**src/hw/rtl/svma_pkg.sv**
```systemverilog
// shared types and constants for the supply voltage moving average
`default_nettype none

package svma_pkg;

    localparam int SAMPLE_W = 16;
    localparam int DVS_W    = 16;
    localparam int RES_W    = 16;

    // items that refill the whole ring after reset
    localparam logic [3:0] PREFILL_START = 4'd10;
    // times four is a shift by two
    localparam int SCALE_SHIFT = 2;

    typedef struct packed {
        logic busy;
        logic done;
    } t_div_stat;

endpackage

`default_nettype wire

```
**src/hw/rtl/svma_ring.sv**
```systemverilog
// sample ring storage, one write and one registered read port
`default_nettype none

module svma_ring #(
    parameter int DEPTH = 8,
    parameter int IW    = 3
) (
    input  wire logic                          i_clk,
    input  wire logic                          i_wr_en,
    input  wire logic [IW-1:0]                 i_wr_addr,
    input  wire logic [svma_pkg::SAMPLE_W-1:0] i_wr_data,
    input  wire logic                          i_rd_en,
    input  wire logic [IW-1:0]                 i_rd_addr,
    output logic      [svma_pkg::SAMPLE_W-1:0] o_rd_data
);

    logic [svma_pkg::SAMPLE_W-1:0] r_mem [DEPTH];

    always_ff @(posedge i_clk) begin
        if (i_wr_en) begin
            r_mem[i_wr_addr] <= i_wr_data;
        end
    end

    always_ff @(posedge i_clk) begin
        if (i_rd_en) begin
            o_rd_data <= r_mem[i_rd_addr];
        end
    end

endmodule

`default_nettype wire

```
**src/hw/rtl/svma_div.sv**
```systemverilog
// radix-2 restoring divider, one quotient bit per cycle
`default_nettype none

module svma_div #(
    parameter int DW = 19
) (
    input  wire logic                       i_clk,
    input  wire logic                       i_rst_n,
    input  wire logic                       i_start,
    input  wire logic [DW-1:0]              i_dividend,
    input  wire logic [svma_pkg::DVS_W-1:0] i_divisor,
    output logic      [DW-1:0]              o_quotient,
    output svma_pkg::t_div_stat             o_stat
);

    localparam int VW = svma_pkg::DVS_W;
    localparam int CW = $clog2(DW + 1);

    logic          r_busy, n_busy;
    logic          r_done, n_done;
    logic [CW-1:0] r_cnt, n_cnt;
    logic [DW-1:0] r_quo, n_quo;
    logic [VW-1:0] r_rem, n_rem;
    logic [VW-1:0] r_dvs, n_dvs;

    logic [VW:0]   shifted;
    logic [VW+1:0] diff;
    logic          ge;

    assign shifted = {r_rem, r_quo[DW-1]};
    assign diff    = {1'b0, shifted} - {2'b00, r_dvs};
    assign ge      = ~diff[VW+1];

    always_comb begin
        n_busy = r_busy;
        n_done = 1'b0;
        n_cnt  = r_cnt;
        n_quo  = r_quo;
        n_rem  = r_rem;
        n_dvs  = r_dvs;
        if (i_start) begin
            n_busy = 1'b1;
            n_cnt  = CW'(DW);
            n_quo  = i_dividend;
            n_rem  = '0;
            n_dvs  = i_divisor;
        end else if (r_busy) begin
            n_quo = {r_quo[DW-2:0], ge};
            n_rem = ge ? diff[VW-1:0] : shifted[VW-1:0];
            n_cnt = r_cnt - CW'(1);
            if (r_cnt == CW'(1)) begin
                n_busy = 1'b0;
                n_done = 1'b1;
            end
        end
    end

    always_ff @(posedge i_clk) begin
        if (!i_rst_n) begin
            r_busy <= 1'b0;
            r_done <= 1'b0;
            r_cnt  <= '0;
        end else begin
            r_busy <= n_busy;
            r_done <= n_done;
            r_cnt  <= n_cnt;
        end
        r_quo <= n_quo;
        r_rem <= n_rem;
        r_dvs <= n_dvs;
    end

    assign o_quotient  = r_quo;
    assign o_stat.busy = r_busy;
    assign o_stat.done = r_done;

endmodule

`default_nettype wire

```
**src/hw/rtl/supply_voltage_moving_average.sv**
```systemverilog
// top level: supply voltage moving average with prefill and scaling
// Input stream: s_axis_tdata carries the 16-bit converter sample, s_axis_tuser[0]
// the store flag. Output stream: m_axis_tdata carries voltage_x10 (16 bits).
// The config port writes scale_divisor whenever i_cfg_wr_en is high; zero acts as one.
// One transaction is worked on at a time. The ring sits in a one-port-read,
// one-port-write memory; a store does a read-modify-write, the first ten
// items after reset instead sweep the whole ring. The mean comes from a
// reciprocal multiply of the running sum, registered in the mean state; the
// scaling by the divisor runs through a serial divider, one bit per cycle over
// DW = 18 bits. A store passes the read, read-modify-write, mean, scale,
// divider wait and output states in order; an item without store skips the
// first two, and a prefill item takes the fill state in their place. Input is
// ready again in the same cycle as the result lands in the output register,
// and the next transaction is taken while a result waits. If the receiver
// stalls with a result still held, the next result waits in the final state
// and input stays not ready.
// Synchronous reset clears the index, sum, prefill countdown (to ten), divisor
// (to one) and output valid; the ring contents are left as they are.
`default_nettype none

module supply_voltage_moving_average #(
    parameter int RING_DEPTH = 8
) (
    input  wire logic                          i_clk,
    input  wire logic                          i_rst_n,
    input  wire logic                          s_axis_tvalid,
    output logic                               s_axis_tready,
    // [15:0] adc_sample
    input  wire logic [15:0]                   s_axis_tdata,
    // [0] store_sample
    input  wire logic [0:0]                    s_axis_tuser,
    output logic                               m_axis_tvalid,
    input  wire logic                          m_axis_tready,
    // [15:0] voltage_x10
    output logic      [15:0]                   m_axis_tdata,
    input  wire logic                          i_cfg_wr_en,
    input  wire logic [svma_pkg::DVS_W-1:0]    i_cfg_wr_data
);

    localparam int SW = svma_pkg::SAMPLE_W + $clog2(RING_DEPTH);
    localparam int IW = (RING_DEPTH > 1) ? $clog2(RING_DEPTH) : 1;
    localparam int RW = svma_pkg::RES_W;
    localparam int DW = RW + svma_pkg::SCALE_SHIFT;

    // sum / RING_DEPTH as a multiply by a rounded-up reciprocal, exact for any SW-bit sum
    localparam int          MEAN_SH  = SW + $clog2(RING_DEPTH);
    localparam int          MW       = MEAN_SH + 1;
    localparam int          PW       = SW + MW;
    localparam logic [63:0] MEAN_MUL = ((64'd1 << MEAN_SH) + 64'(RING_DEPTH) - 64'd1)
                                       / 64'(RING_DEPTH);

    localparam logic [3:0] S_IDLE  = 4'd0;
    localparam logic [3:0] S_FILL  = 4'd1;
    localparam logic [3:0] S_READ  = 4'd2;
    localparam logic [3:0] S_RMW   = 4'd3;
    localparam logic [3:0] S_MEAN  = 4'd4;
    localparam logic [3:0] S_SCALE = 4'd6;
    localparam logic [3:0] S_SWAIT = 4'd7;
    localparam logic [3:0] S_OUT   = 4'd8;

    logic [3:0]                    r_state, n_state;
    logic [svma_pkg::SAMPLE_W-1:0] r_sample, n_sample;
    logic                          r_store, n_store;
    logic [3:0]                    r_prefill, n_prefill;
    logic [IW-1:0]                 r_widx, n_widx;
    logic [IW-1:0]                 r_fill_idx, n_fill_idx;
    logic [SW-1:0]                 r_sum, n_sum;
    logic [RW-1:0]                 r_mean, n_mean;
    logic                          r_out_valid, n_out_valid;
    logic [RW-1:0]                 r_out_data, n_out_data;
    logic [svma_pkg::DVS_W-1:0]    r_divisor;

    logic                          accept;
    logic                          out_free;
    logic [IW-1:0]                 widx_next;
    logic [IW-1:0]                 wr_addr;
    logic                          wr_en;
    logic                          rd_en;
    logic [svma_pkg::SAMPLE_W-1:0] rd_data;
    logic [PW-1:0]                 mean_prod;
    logic                          div_start;
    logic [DW-1:0]                 div_dividend;
    logic [svma_pkg::DVS_W-1:0]    div_divisor;
    logic [DW-1:0]                 div_quotient;
    svma_pkg::t_div_stat           div_stat;
    logic [RW-1:0]                 result_sat;

    assign s_axis_tready = (r_state == S_IDLE);
    assign accept        = s_axis_tvalid && s_axis_tready;
    assign out_free      = !r_out_valid || m_axis_tready;
    assign widx_next     = (r_widx == IW'(RING_DEPTH - 1)) ? '0 : r_widx + IW'(1);

    assign wr_en   = (r_state == S_FILL) || (r_state == S_RMW);
    assign wr_addr = (r_state == S_FILL) ? r_fill_idx : r_widx;
    assign rd_en   = (r_state == S_READ);

    assign mean_prod = PW'(r_sum) * PW'(MEAN_MUL);

    assign div_start    = (r_state == S_SCALE);
    assign div_dividend = DW'({r_mean, 2'b00});
    assign div_divisor  = (r_divisor == '0) ? svma_pkg::DVS_W'(1) : r_divisor;

    assign result_sat = (div_quotient[DW-1:RW] != '0) ? {RW{1'b1}} : div_quotient[RW-1:0];

    svma_ring #(
        .DEPTH (RING_DEPTH),
        .IW    (IW)
    ) u_ring (
        .i_clk     (i_clk),
        .i_wr_en   (wr_en),
        .i_wr_addr (wr_addr),
        .i_wr_data (r_sample),
        .i_rd_en   (rd_en),
        .i_rd_addr (r_widx),
        .o_rd_data (rd_data)
    );

    svma_div #(
        .DW (DW)
    ) u_div (
        .i_clk      (i_clk),
        .i_rst_n    (i_rst_n),
        .i_start    (div_start),
        .i_dividend (div_dividend),
        .i_divisor  (div_divisor),
        .o_quotient (div_quotient),
        .o_stat     (div_stat)
    );

    always_comb begin
        n_state     = r_state;
        n_sample    = r_sample;
        n_store     = r_store;
        n_prefill   = r_prefill;
        n_widx      = r_widx;
        n_fill_idx  = r_fill_idx;
        n_sum       = r_sum;
        n_mean      = r_mean;
        n_out_valid = r_out_valid && !m_axis_tready;
        n_out_data  = r_out_data;
        case (r_state)
            S_IDLE: begin
                if (accept) begin
                    n_sample = s_axis_tdata;
                    n_store  = s_axis_tuser[0];
                    if (r_prefill != 4'd0) begin
                        // every entry becomes the sample, so a store in the same
                        // transaction leaves the sum as it is
                        n_sum      = SW'(s_axis_tdata) * SW'(RING_DEPTH);
                        n_prefill  = r_prefill - 4'd1;
                        n_fill_idx = '0;
                        n_state    = S_FILL;
                    end else if (s_axis_tuser[0]) begin
                        n_state = S_READ;
                    end else begin
                        n_state = S_MEAN;
                    end
                end
            end
            S_FILL: begin
                if (r_fill_idx == IW'(RING_DEPTH - 1)) begin
                    if (r_store) begin
                        n_widx = widx_next;
                    end
                    n_state = S_MEAN;
                end else begin
                    n_fill_idx = r_fill_idx + IW'(1);
                end
            end
            S_READ: begin
                n_state = S_RMW;
            end
            S_RMW: begin
                n_sum   = r_sum - SW'(rd_data) + SW'(r_sample);
                n_widx  = widx_next;
                n_state = S_MEAN;
            end
            S_MEAN: begin
                n_mean  = mean_prod[MEAN_SH +: RW];
                n_state = S_SCALE;
            end
            S_SCALE: begin
                n_state = S_SWAIT;
            end
            S_SWAIT: begin
                if (div_stat.done) begin
                    n_state = S_OUT;
                end
            end
            S_OUT: begin
                if (out_free) begin
                    n_out_valid = 1'b1;
                    n_out_data  = result_sat;
                    n_state     = S_IDLE;
                end
            end
            default: begin
                n_state = S_IDLE;
            end
        endcase
    end

    always_ff @(posedge i_clk) begin
        if (!i_rst_n) begin
            r_state     <= S_IDLE;
            r_prefill   <= svma_pkg::PREFILL_START;
            r_widx      <= '0;
            r_sum       <= '0;
            r_out_valid <= 1'b0;
            r_divisor   <= svma_pkg::DVS_W'(1);
        end else begin
            r_state     <= n_state;
            r_prefill   <= n_prefill;
            r_widx      <= n_widx;
            r_sum       <= n_sum;
            r_out_valid <= n_out_valid;
            if (i_cfg_wr_en) begin
                r_divisor <= i_cfg_wr_data;
            end
        end
        r_sample   <= n_sample;
        r_store    <= n_store;
        r_fill_idx <= n_fill_idx;
        r_mean     <= n_mean;
        r_out_data <= n_out_data;
    end

    assign m_axis_tvalid = r_out_valid;
    assign m_axis_tdata  = r_out_data;

    a_prefill_step: assert property (@(posedge i_clk) disable iff (!i_rst_n)
        ($past(i_rst_n) && (r_prefill != $past(r_prefill)))
            |-> (r_prefill == $past(r_prefill) - 4'd1))
        else $error("prefill countdown moved by other than one");

    a_widx_on_store: assert property (@(posedge i_clk) disable iff (!i_rst_n)
        ($past(i_rst_n) && (r_widx != $past(r_widx))) |-> $past(r_store))
        else $error("write index moved without a store");

    a_div_start_free: assert property (@(posedge i_clk) disable iff (!i_rst_n)
        div_start |-> !div_stat.busy)
        else $error("divider started while busy");

    a_accept_div_idle: assert property (@(posedge i_clk) disable iff (!i_rst_n)
        accept |-> (!div_stat.busy && !wr_en))
        else $error("transaction accepted while previous work in flight");

endmodule

`default_nettype wire
```
**config.mk**
```make
export PLATFORM = sky130hd
export DESIGN_NAME = supply_voltage_moving_average
export DESIGN_NICKNAME = d
export VERILOG_FILES = /design/src/hw/rtl/svma_pkg.sv /design/src/hw/rtl/svma_ring.sv /design/src/hw/rtl/svma_div.sv /design/src/hw/rtl/supply_voltage_moving_average.sv
export SDC_FILE = /design/constraint.sdc
export NUM_CORES = 1
export LEC_CHECK = 0
export BUFFER_PORTS_ARGS = -buffer_cell sky130_fd_sc_hd__buf_2
export CORE_ASPECT_RATIO = 0.6
export CORE_MARGIN = 8
export CORE_UTILIZATION = 60
export CTS_CLUSTER_SIZE = 10
export DETAILED_ROUTE_END_ITERATION = 16
export PLACE_DENSITY_LB_ADDON = 0.12
export SYNTH_ARGS = -nofsm -noshare
export SYNTH_HDL_FRONTEND = slang
export SYNTH_SLANG_ARGS = --single-unit
```
**constraint.sdc**
```tcl
create_clock -name i_clk -period 3.34 [get_ports i_clk]
set_clock_uncertainty 0.05 [all_clocks]
set_input_delay 0.668 -clock i_clk [delete_from_list [all_inputs] [get_ports i_clk]]
set_output_delay 0.668 -clock i_clk [all_outputs]
set_load 0.01 [all_outputs]
```
==> results of run 1 <==
==> worst register-to-register path, stage by stage (launching register included) <==
cell and delay, ns:
edfxtp_1 0.49, inv_1 0.10, fa_1 0.54, inv_1 0.04, ha_1 0.36, nand3_1 0.14
o31a_1 0.41, a21oi_2 0.24, a221oi_1 0.12, or4_1 0.40, o311ai_0 0.10
==> cells in the final DEF (no fill, tap or decap), drive strengths merged, types with 12 or more instances in the layout <==
master	netlist	final
a211oi	14	14
a21oi	46	46
buf	12	84
clkbuf	41	63
dfxtp	72	72
edfxtp	228	228
fa	17	17
ha	42	42
inv	96	96
mux2	21	21
mux2i	44	44
mux4	32	32
nand2	66	66
nand3	27	27
nor2	76	76
nor3	14	14
o21ai	38	38
or3	21	21
xnor2	17	17
xor2	12	12
==> flip-flops by register name, summed over array words and instances, names as in the netlist, 5 cells and up <==
register,count
r_divisor,16
u_div.r_dvs,16
u_div.r_cnt,5
r_mean,16
r_sum,19
r_sample,16
u_div.o_quotient,18
u_ring.r_mem,128
m_axis_tdata,16
u_div.r_rem,16
u_ring.o_rd_data,16
==> through the flow <==
stage | area, um2 | hold WS [ns] | worst slack (ns) | power (mW) | util
after global routing | 15320 | 0.2978 | 0.03095 | 11.24 | 0.6909
after detailed placement | 14290 | 0.3972 | 0.1794 | 7.240 | 0.6446
after global placement | 14290 | 0.3922 | 0.3011 | 7.186 | 0.6446
after floorplan | 13610 | 0.3582 | 0.3962 | 6.587 | -
after CTS | 15320 | 0.2803 | 0.1734 | 10.71 | 0.6907
final | 15320 | 0.3065 | 0.2441 | 10.66 | 0.6909
==> routing by layer <==
metal / share of wire / GRT usage / vias to the layer above
met1: 0.50 / 0.3408 / 4119
met2: 0.40 / 0.2892 / 294
met3: 0.079 / 0.04622 / 39
met5: 0 / 0 / -
li1: - / - / 3940
met4: 0.017 / 0.05616 / 0
==> layout make-up <==
class | instances | area share
timing repair buffer | 84 | 0.03299
inverter | 96 | 0.02352
multi-input combinational | 595 | 0.3105
tap | 308 | 0.02515
clock buffer | 63 | 0.06680
sequential | 300 | 0.5410
==> timing repair <==
action                     CTS  global route
gates resized for setup      0             1
hold endpoints to repair     0             0
setup endpoints to repair    0             1
setup buffers                0             0
==> final timing paths <==
| path | cells after the start | slack, ns | from | endpoint |
|---|---|---|---|---|
| setup / recovery | 10 | 0.24 | r_sample[8]$_DFFE_PP_ | r_sum[17]$_SDFFE_PN0P_ |
| hold / removal | 1 | 0.31 | s_axis_tdata[15] | r_sample[15]$_DFFE_PP_ |
| setup reg to reg | 10 | 0.24 | r_sample[8]$_DFFE_PP_ | r_sum[17]$_SDFFE_PN0P_ |
| hold reg to reg | 0 | 0.41 | r_sum[11]$_SDFFE_PN0P_ | r_mean[8]$_DFFE_PP_ |
==> cell families after synthesis <==
| kind of cell | after synthesis |
|---|---|
| compound gates | 155 |
| flops | 300 |
| fa+ha+maj | 59 |
| buf+inv | 149 |
| mux | 97 |
| xor+xnor | 29 |
| simple gates | 255 |
==> power by group through the flow <==
stage	clock, mW	combinational [mW]	sequential (mW)
final	3.45	2.45	4.77
after global routing	3.67	2.76	4.81
after CTS	3.52	2.43	4.76
after detailed placement	0	2.40	4.84
after global placement	0	2.36	4.83
after floorplan	0	1.86	4.72
==> impl_metrics.yaml, run 1 <==
yosys:
  syn_nets: 1141
  synth_compound_area_frac: 0.07320
  ys_top_cells_by_area: "edfxtp_1 50%, dfxtp_1 11%, mux4_2 5.3%"
  ys_ff_latch: 300
  synth_ff_type: "edfxtp_1"
  synthMuxAreaShare: 0.1027
  synth_area_leader_cell: "edfxtp_1"
  synthesis.area_um2: 13610
  synth-edff-count: 228
  synth_xor_area_frac: 0.01867
  ys_seq_area_frac: 0.6091
  synth_fa_ha_area_frac: 0.06363
  yosys_warnings: 0
  postSynth.asyncResetShare: 0
  synth.cells.most_frequent: "228 x edfxtp_1, 96 x inv_1, 76 x nor2_1, 72 x dfxtp_1, 66 x nand2_1"
  syn_avg_cell_area_um2: 13.03
  synth_top_family_by_area: "multiplexers"
  synth.distinct_cells: 64
  netlist_instances: 1044
  synth_top_area_share: 0.5032
  synth_most_common_cell: "edfxtp_1"
  synthSimpleGateAreaFrac: 0.09030
worst_setup_path:
  cp_max_fo: 9
  start_kind: "flop"
  path_common_cell: "inv_1"
  critPathRequiredTime_ns: 3.70
  crit_path_end_kind: "flop"
  worstPathCellList: "inv_1, fa_1, inv_1, ha_1, nand3_1, o31a_1, a21oi_2, a221oi_1, or4_1, o311ai_0"
  worst_path_largest_cell_delay_ns: 0.54
  slowest_stage: "fa_1"
  cpLargestDelayFamily: "adder cells"
  cp.arrival_ns: 3.45
  path_class: "flop to flop"
  path_buf_inv: 2
global_route:
  grt_max_degree: 42
  antenna_found_initial: 0
  grt_pass1_wl_mm: 46.68
  grt_pass1_vias: 8190
  track_usage: 0.2142
  grt.overflow.total: 0
clock_network:
  numCtsBuffers: 35
  cts_sinks: 300
  cts-hold-fix-buffers: 0
  cts-root-buf: "clkbuf_16"
  clkTransAtPathRegs_ns: 0.06
  clk_path_buf_depth: 3
  tritoncts: "done"
  clk_latency_ns: 0.51
  cts_max_level: 2
routing:
  drtIter0Drc: 660
  drt_pre_antenna_iters: 5
  drcViolationCount: 0
  wl_per_cell_um: 20.22
  vias: 8392
  antenna_left: 0
  viasPerCell: 5.804
  wl_mm: 29.24
timing:
  tightestPinTransition_ns: 0.8763
  slew_headroom: 0.4139
  hold_viol_final: 0
  setup_viol: 0
  max_freq_mhz: 323.0
  fin_crit_sh: 0.9269
  rsz0062_at_grt: "no"
  drv_slew: 0
  min_period_ns: 3.096
  tns_ns: 0
placed_design:
  routabilityCongestion: 0.9048
  portBuffers: 55
  place_inst: 1383
  dp_hpwl_mm: 20.04
layout:
  seqCellArea_um2: 8289
  syn_to_final_growth_pct: 12.60
  fill_cells: 1610
  layoutNonFillerInstCount: 1446
  final_nets: 1209
  antennaDiodeCount: 0
  drive_gt1_frac: 0.1626
  multi_input_area_um2: 4757
floorplan:
  core_area_um2: 22180
  die_h_um: 132.7
  die_w_um: 210.4
  start_util: 0.6136
  die-area_um2: 27910
  rows: 42
  ios: 56
power:
  switchingPower_mw: 3.082
  ir_worst_vdd_v: 0.0005590
  internal_power_mw: 7.581
  clockPowerShare: 0.323
  seq_power_share: 0.447
  pwr_density_cell_nw_per_um2: 696.0
  pwr-share-comb: 0.230
  swShare: 0.2891
  p_leak_nw: 5.903
status:
  status: "finished, final reports clean"
worst_hold_path:
  hold_class: "primary input to flop"
flow_run:
  drv_cap: 0
Note: power is estimated with default switching activity, not from simulation.
==> run 2: changes to the inputs <==
SETUP_SLACK_MARGIN = 0.5   (was not set)
==> run 2 against run 1 <==
  * Utilization grew 2.3 points
  * Worst setup slack gained 0.10 ns
  * Sequential share of layout area shrank 1.7 points
  * Clock power is essentially flat
  * Highest routed layer unchanged
  * Critical endpoint unchanged
  * Register-to-register slack gained 0.10 ns
  * Wire length grew 6.6%
==> impl_metrics.yaml, run 2 (synthesized netlist as in run 1, its figures left out) <==
placed_design:
  dpl_cell_area_um2: 14300
  portBuffers: 55
  place_inst: 1382
  dp_hpwl_mm: 20.59
  routabilityCongestion: 0.9036
routing:
  viasPerCell: 5.896
  wl_per_cell_um: 21.11
  drtIter0Drc: 732
  vias: 8709
  drcViolationCount: 0
  drt_pre_antenna_iters: 5
  wl_mm: 31.18
  antenna_left: 0
layout:
  seqCellArea_um2: 8292
  final_area_um2: 15830
  multi_input_area_um2: 5009
  mostFrequentLayoutCells: "228 x edfxtp_1, 91 x inv_1, 75 x nor2_1"
  fill_cells: 1563
  layoutNonFillerInstCount: 1477
  final_nets: 1241
  syn_to_final_growth_pct: 16.32
  layout_commonest_cell: "edfxtp_1"
  antennaDiodeCount: 0
  regMostFlops: "u_ring.r_mem"
  largest_register_ffs: 128
  drive_gt1_frac: 0.2233
timing:
  hold_viol_final: 0
  slew_headroom: 0.4126
  min_period_ns: 2.995
  setup_viol: 0
  rsz0062_at_grt: "yes"
  max_freq_mhz: 333.9
  tightestPinTransition_ns: 0.8779
  fin_crit_sh: 0.8967
  tns_ns: 0
  drv_slew: 0
global_route:
  met3_usage: 0.05942
  grt_pass1_wl_mm: 48.14
  grt_max_degree: 42
  grt_pass1_vias: 8477
  track_usage: 0.2208
  grt_busiest_layer: "met1"
  grt.overflow.total: 0
  antenna_found_initial: 0
  use_met2: 0.3005
  use_met1: 0.3445
power:
  seq_power_share: 0.424
  p_leak_nw: 6.086
  switchingPower_mw: 3.358
  internal_power_mw: 7.826
  ir_worst_vdd_v: 0.0005312
  clockPowerShare: 0.309
  pwr_density_cell_nw_per_um2: 706.6
  pwr-share-comb: 0.267
  swShare: 0.3002
clock_network:
  cts-root-buf: "clkbuf_16"
  numCtsBuffers: 35
  cts_max_level: 2
  clk_latency_ns: 0.52
  tritoncts: "done"
  clkTransAtPathRegs_ns: 0.06
  clk_path_buf_depth: 3
  cts_sinks: 300
worst_hold_path:
  hp-start: "s_axis_tdata[0]"
  min_to: "r_sample[0]$_DFFE_PP_"
  hold_depth: 1
  hold_class: "primary input to flop"
worst_setup_path:
  reg2reg_slack_ns: 0.35
  cp.arrival_ns: 3.37
  r2r-end: "r_sum[17]$_SDFFE_PN0P_"
  slowest_stage: "or4_1"
  critPathRequiredTime_ns: 3.72
  rr_worst_depth: 10
  r2r_start: "u_ring.o_rd_data[3]$_DFFE_PP_"
  cp_max_fo: 3
  path_class: "flop to flop"
  path_buf_inv: 1
  worst_path_largest_cell_delay_ns: 0.56
  worstPathCellList: "fa_1, inv_2, ha_4, o21ai_2, o21a_1, o31a_1, a21oi_2, a221oi_2, or4_1, o311ai_2"
  start_kind: "flop"
  crit_path_end_kind: "flop"
  cpLargestDelayFamily: "compound AO/OA/AOI/OAI gates"
floorplan:
  start_util: 0.6136
  die_w_um: 210.4
  ios: 56
  die-area_um2: 27910
  core_area_um2: 22180
  die_h_um: 132.7
  rows: 42
flow_run:
  drv_cap: 0
status:
  status: "finished, final reports clean"
==> run 2: worst reg2reg max path: stages (launching register included) <==
cell and delay, ns:
edfxtp_1 0.40, fa_1 0.55, inv_2 0.05, ha_4 0.28, o21ai_2 0.06, o21a_1 0.19
o31a_1 0.35, a21oi_2 0.21, a221oi_2 0.09, or4_1 0.56, o311ai_2 0.11
==> run 2: stage by stage <==
| stage | util | worst slack (ns) | hold slack (ns) | total power [mW] |
|---|---|---|---|---|
| finish | 0.7137 | 0.3452 | 0.3058 | 11.18 |
| global route | 0.7137 | 0.2603 | 0.2959 | 11.74 |
| CTS | 0.6936 | 0.4564 | 0.2960 | 10.77 |
| detailed placement | 0.6446 | 0.2634 | 0.3867 | 7.249 |
| global placement | 0.6446 | 0.3315 | 0.3888 | 7.189 |
| floorplan | - | 0.5134 | 0.3582 | 6.600 |
==> run 2: power by group through the flow <==
stage / Clock [mW] / Combinational (mW) / Sequential, mW
floorplan: 0 / 1.88 / 4.72
global placement: 0 / 2.37 / 4.82
detailed placement: 0 / 2.42 / 4.83
CTS: 3.51 / 2.52 / 4.75
global route: 3.66 / 3.31 / 4.77
finish: 3.46 / 2.98 / 4.74
==> run 2: how the worst max path moves through the flow <==
stage	start	end	slack (ns)	cells past startpoint
finish	u_ring.o_rd_data[3]$_DFFE_PP_	r_sum[17]$_SDFFE_PN0P_	0.35	10
global route	r_sum[3]$_SDFFE_PN0P_	r_sum[17]$_SDFFE_PN0P_	0.26	11
CTS	r_sum[1]$_SDFFE_PN0P_	r_sum[17]$_SDFFE_PN0P_	0.46	11
detailed placement	r_sample[6]$_DFFE_PP_	r_sum[17]$_SDFFE_PN0P_	0.26	10
global placement	r_sample[6]$_DFFE_PP_	r_sum[17]$_SDFFE_PN0P_	0.33	10
floorplan	r_sample[2]$_DFFE_PP_	r_sum[17]$_SDFFE_PN0P_	0.51	11
==> run 2: routing by layer <==
metal | up-vias | routed length [um] | share of wire
met4 | 0 | 446 | 0.014
met3 | 45 | 3032 | 0.097
li1 | 4021 | - | -
met1 | 4264 | 14870 | 0.48
met5 | - | 0 | 0
met2 | 379 | 12830 | 0.41
==> run 2: cell type report <==
type,count,area share
Sequential cell,300,0.5239
Multi-Input combinational cell,595,0.3164
Clock buffer,60,0.06261
Timing Repair Buffer,116,0.04838
Tap cell,308,0.02435
Inverter,96,0.02277
Clock inverter,2,0.001581
==> run 2: repair_timing <==
action / CTS / global route
hold buffers: 0 / 0
setup endpoints to repair: 9 / 119
hold endpoints to repair: 0 / 0
buffers inserted: 6 / 27
resized for setup: 6 / 49
pin swaps: 4 / 21
